`src/hw/rtl/nmc_fifo.sv`:
```
// Small register FIFO holding finished results for the output stream.
// No dependencies.
module nmc_fifo #(
    parameter int WIDTH = 16,
    parameter int DEPTH = 16
) (
    input  logic             i_clk,
    input  logic             i_rst_n,
    input  logic             i_push,
    input  logic [WIDTH-1:0] i_data,
    input  logic             i_pop,
    output logic             o_valid,
    output logic [WIDTH-1:0] o_data
);

    localparam int PTR_W = $clog2(DEPTH);
    localparam int CNT_W = $clog2(DEPTH + 1);

    logic [WIDTH-1:0] r_mem [DEPTH];
    logic [PTR_W-1:0] r_wr;
    logic [PTR_W-1:0] r_rd;
    logic [CNT_W-1:0] r_count;
    logic             w_pop;

    assign w_pop = i_pop && (r_count != '0);

    always_ff @(posedge i_clk) begin
        if (i_push) begin
            r_mem[r_wr] <= i_data;
        end
        if (!i_rst_n) begin
            r_wr    <= '0;
            r_rd    <= '0;
            r_count <= '0;
        end else begin
            if (i_push) begin
                r_wr <= r_wr + PTR_W'(1);
            end
            if (w_pop) begin
                r_rd <= r_rd + PTR_W'(1);
            end
            r_count <= r_count + CNT_W'(i_push) - CNT_W'(w_pop);
        end
    end

    assign o_valid = (r_count != '0);
    assign o_data  = r_mem[r_rd];

endmodule

```
`config.mk`:
```
export PLATFORM = sky130hd
export DESIGN_NAME = nmc_fifo
export DESIGN_NICKNAME = d
export VERILOG_FILES = /design/src/hw/rtl/nmc_fifo.sv
export SDC_FILE = /design/constraint.sdc
export NUM_CORES = 1
export LEC_CHECK = 0
export ABC_AREA = 0
export BUFFER_PORTS_ARGS = -buffer_cell sky130_fd_sc_hd__buf_4
export CAP_MARGIN = 30
export CORE_ASPECT_RATIO = 0.5
export CORE_MARGIN = 3
export CORE_UTILIZATION = 35
export DETAILED_ROUTE_END_ITERATION = 6
export PLACE_DENSITY_LB_ADDON = 0.25
export REMOVE_ABC_BUFFERS = 1
export SLEW_MARGIN = 25
export SYNTH_ARGS = -nofsm -noshare
export SYNTH_HDL_FRONTEND = slang
export SYNTH_SLANG_ARGS = --single-unit
export TNS_END_PERCENT = 20
```
`constraint.sdc`:
```
create_clock -name i_clk -period 3.35 [get_ports i_clk]
set_clock_uncertainty 0.05 [all_clocks]
set_input_delay 0.335 -clock i_clk [delete_from_list [all_inputs] [get_ports i_clk]]
set_output_delay 0.335 -clock i_clk [all_outputs]
set_load 0.02 [all_outputs]
```
Word level (Yosys, flattened, before mapping):

Memory sizes are Yosys's and may differ from the RTL's. A register that Yosys moved wholly into a read port is not among the register bits.
Index checks and enable logic that the tools add are counted.

* reductions and logical operators: 2
* add/sub/neg operators: 4
* multiplexer cells: 4

Operators by type and width (number)
* 4-bit by 1-bit adder with 4-bit output, second input constant: 2
* 4-bit two-way mux: 2
* 5-bit by 1-bit adder with 5-bit output: 1
* 5-bit nonzero test: 1
* 5-bit by 1-bit subtractor with 5-bit output: 1
* 1-bit two-way mux: 2
* 1-bit logical AND: 1

* RAM bits: 256
* bits of input ports: 20
* memories kept: 1
* bits in registers: 13
* logic and storage cells: 14

Memory list
* r_mem: depth 16, width 16, rd ports 1, clocked after memory_dff 1, write ports 1, RTL line 19 `logic [WIDTH-1:0] r_mem [DEPTH];`

Longest topological paths before layout:

* word-level depth: 4
* gate-level depth with buffers: 14
* mapped depth without buffers: 13

Worst setup path before layout:

OpenSTA, ideal clock, no wires.

* path kind: register to register
* start point: register r_count[3]
* end point: register r_count[4]
* setup time: 0.116 ns
* buffers on the path: 1
* path slack: 0.354 ns
* data required time: 3.184 ns
* arrival time: 2.831 ns
* cell stages (with the launch flop): 15
* cells stage by stage: dfxtp_1 inv_1 ha_1 or4b_1 clkbuf_2 nand2_2 inv_1 ha_1 inv_1 ha_1 fa_1 a21oi_1 nor2_1 or3_1 and3_1

* word-level cells in the longest chain between the ends: 3

Ends and longest elaborated chain
* from (decl): RTL line 22 `logic [CNT_W-1:0] r_count;`
* from (signal assigned): RTL line 42 `r_count <= r_count + CNT_W'(i_push) - CNT_W'(w_pop);`
* 5-bit nonzero test
* named net o_valid: RTL line 12 `output logic o_valid,`
* 1-bit logical AND: RTL line 25 `assign w_pop = i_pop && (r_count != '0);`
* 5-bit by 1-bit subtractor with 5-bit output: RTL line 42

The timed path passes the listed nets, and every way through them passes these cells.
A chain may end at the register's enable or synchronous reset.

Worst setup path after layout:

* start point: register r_count[3]
* end point: register r_count[4]

* word-level cells in the longest chain between the ends: 3

Ends and longest elaborated chain (RTL line)
* parallel branches: the longest is 2 deep, another holds 5-bit by 1-bit adder with 5-bit output
* 5-bit by 1-bit subtractor with 5-bit output *: 42

Every way passes the cells marked *.

==> results.toml <==
[worst_setup_path]
timing.critical_path.fanout_max = 5
critical_path_s_slowest_cell = "or4b_1"
max_stage_delay_ns = 0.53
rr_endpoint = "r_count[4]"
crit_path_start_kind = "register"
worst_setup_path_endpoint = "r_count[4]"
crit_path_start = "r_count[3]"
endpoint_class_of_the_critical_path = "register"
worstReg2RegStart = "r_count[3]"
r2r.worst_path.cells = 13
path_buf_inv = 3
critical-path-top-delay-family = "simple AND/OR/NAND/NOR gates"
critPathArrivalTime_ns = 3.43
timing.critical_path.cells = "inv_1 -> ha_1 -> or4b_1 -> nand2_2 -> inv_1 -> ha_1 -> inv_1 -> ha_1 -> fa_1 -> a21oi_1 -> nor2_1 -> or3_1 -> and3_1"
path_depth = 13
cp_data_required_time_ns = 3.71
r2r_setup_slack_ns = 0.28
criticalPathCategory = "register to register"

[synthesis]
synth.lib_cells_used.distinct = 33
synth_compound_area_frac = 0.0256
synth_warn = 0
synth.avg_cell_area_um2 = 21.4
synthesis.instances = 494
synth.ff_latch_count = 273
yosys-top-cells-area = "edfxtp_1 73%, mux4_2 11%, mux4_1 3.5%"
synth_top_family_by_area = "multiplexers"
synth_simple_gate_area_frac = 0.0336
synth_adder_area_share = 0.0149
synth.mux.area_fraction = 0.142
synth.largest_area_cell = "edfxtp_1"
mappedNetlistArea_um2 = 10600
synth_xor_xnor_area_share = 0.00746
asyncSetResetFlopFracSynth = 0
synth_edf_count = 256
synth_flop_cell = "edfxtp_1"
synth.yosys.seq_area_share = 0.760
synth_top_area_frac = 0.728

[cells_and_area]
drive_above_1_share = 0.257
syn_to_final_growth_pct = 15.5
stdcell_count = 967
diodes = 0
final_nets = 591

[placed_design]
place.gp.congestion = 0.694
place_inst = 922
placement.io_buffers = 36
hpwlAfterDp_um = 12900

[sta]
report.final.hold_viol_count = 0
finalHoldWorstSlack_ns = 0.0598
max_slew_margin = 0.547
timing.final.crit_period_ns = 3.07
final_critical_path_share_of_the_clock_period = 0.918
finalSetupViolations = 0
grt_setup_unrepaired = "no"
tightest_slew_ns = 0.679
slew_viol_final = 0
clock.fmax_mhz = 325

[clock_network]
worstSkewPairLatency_ns = 0.51
cts_htree_levels = 1
clock_slew_at_the_register_clock_pins_of_the_worst_setup_and_hold_paths_ns = 0.06
tritoncts = "built"
cts.hold.buffers_added = 0
root_buffer = "clkbuf_16"
cts_sinks = 273
postCtsSetupRepairBufs = 0
post_cts_resize_count = 0
max-clock-path-buffers = 3
cts-buffers-inserted = 26

[power]
power.ir.vdd_worst_uv = 368
cellPowerDensity_nw_per_um2 = 663
power.total_mw = 8.09
p_leak_nw = 3.94

[floorplan]
num_rows = 44
die_width_um = 252
core_region_area_um2 = 29300
pin_count = 37
die_area_um2 = 32400
die_h_um = 129
start_util = 0.360

[route]
route.detailed.vias_per_inst = 5.14
drt-wirelength-per-cell_um = 22.9
remaining_drc_errors = 0
drt_pre_antenna_iters = 4
detailedRoute.firstIterationViolations = 463
via_count = 4972
post_drt_antenna_nets = 0
detail_route.wirelength_um = 22100

[global_route]
grt_pass1_vias = 5278
grt_first_pass_wirelength_um = 33200
grt_start_max_net_pins = 26
gr-usage-all-layers = 0.138
number_of_antenna_violations_at_the_first_check_in_global_routing = 0
grt-ovfl-total = 0

[min_path]
holdPathStages = 1
timing.hold.worst.class = "input pin to register"

[outcome]
status = "complete, no violations"

[job]
max_cap_viol_count = 0
cell usage in the layout (no fill, tap or decap), drive strengths merged:
cell type	n
clkinvlp	1
nand4	1
clkbuf	34
dfxtp	17
ha	11
a21oi	2
a21o	1
xor2	3
bufinv	1
edfxtp	256
mux4	64
inv	9
and3b	1
or4b	1
or3	1
nand3	3
a21boi	1
buf	61
nor3b	1
o21ai	1
fa	1
nand2	20
nor2	3
and3	3
clkinv	9
nor2b	3
and2	28
mux2i	1
xnor2	6
a22oi	32
report_power, final:
group	switching, mW	internal [mW]	leakage, nW	total (mW)
registers	0.0984	3.82	2.45	3.92
logic	0.706	0.800	1.12	1.51
clock network	1.16	1.50	0.371	2.67
total	1.97	6.12	3.94	8.09
cells by family (layout without fill, tap and decap cells):
logic type | Yosys count | after routing
xor+xnor | 9 | 9
flops | 273 | 273
compound gates | 37 | 37
mux | 65 | 65
simple gates | 65 | 65
buf+inv | 33 | 115
fa+ha+maj | 12 | 12
per-stage QoR:
stage,setup TNS (ns),instance area [um^2],setup slack [ns],utilization
2_1_floorplan,-9.92,10400,-0.635,-
3_3_place_gp,0,11400,0.334,0.390
3_5_place_dp,0,11400,0.273,0.390
4_1_cts,0,12200,0.261,0.416
5_1_grt,0,12200,0.0553,0.416
6_report,0,12200,0.276,0.416
flip-flops by register name, indices dropped and copies added (netlist names), named ones only:
register and cells:
r_wr 4, r_mem 256, r_count 5, r_rd 4
synthesized netlist by cell type (all sizes together) (6+ instances only):
master and count:
edfxtp 256, mux4 64, a22oi 32, and2 28, nand2 20, dfxtp 17, buf 12, clkbuf 12
ha 11, inv 9, xnor2 6
how the worst min path moves through the flow:
stage / start / to / slack, ns
floorplan: i_data[0] / r_mem[0][0] / 0.38
global placement: r_rd[1] / register / 0.47
detailed placement: r_rd[1] / register / 0.48
CTS: i_data[7] / r_mem[7][7] / 0.04
global route: i_data[2] / r_mem[8][2] / 0.05
finish: i_data[2] / r_mem[8][2] / 0.06
per-layer routing:
| layer | GRT usage | wire [um] |
|---|---|---|
| met2 | 0.217 | 10100 |
| met1 | 0.204 | 10600 |
| met4 | 0.0327 | 401 |
| met5 | 0 | 0 |
| met3 | 0.0206 | 976 |
cell type report:
class | instances | area, um^2
fill | 2554 | 17100
inverter | 9 | 33.8
clock inverter | 11 | 87.6
tap | 391 | 489
clock buffer | 34 | 681
timing repair buffer | 61 | 508
sequential | 273 | 8030
multi-input combinational | 188 | 2370
Power figures use the tool's default switching activity.
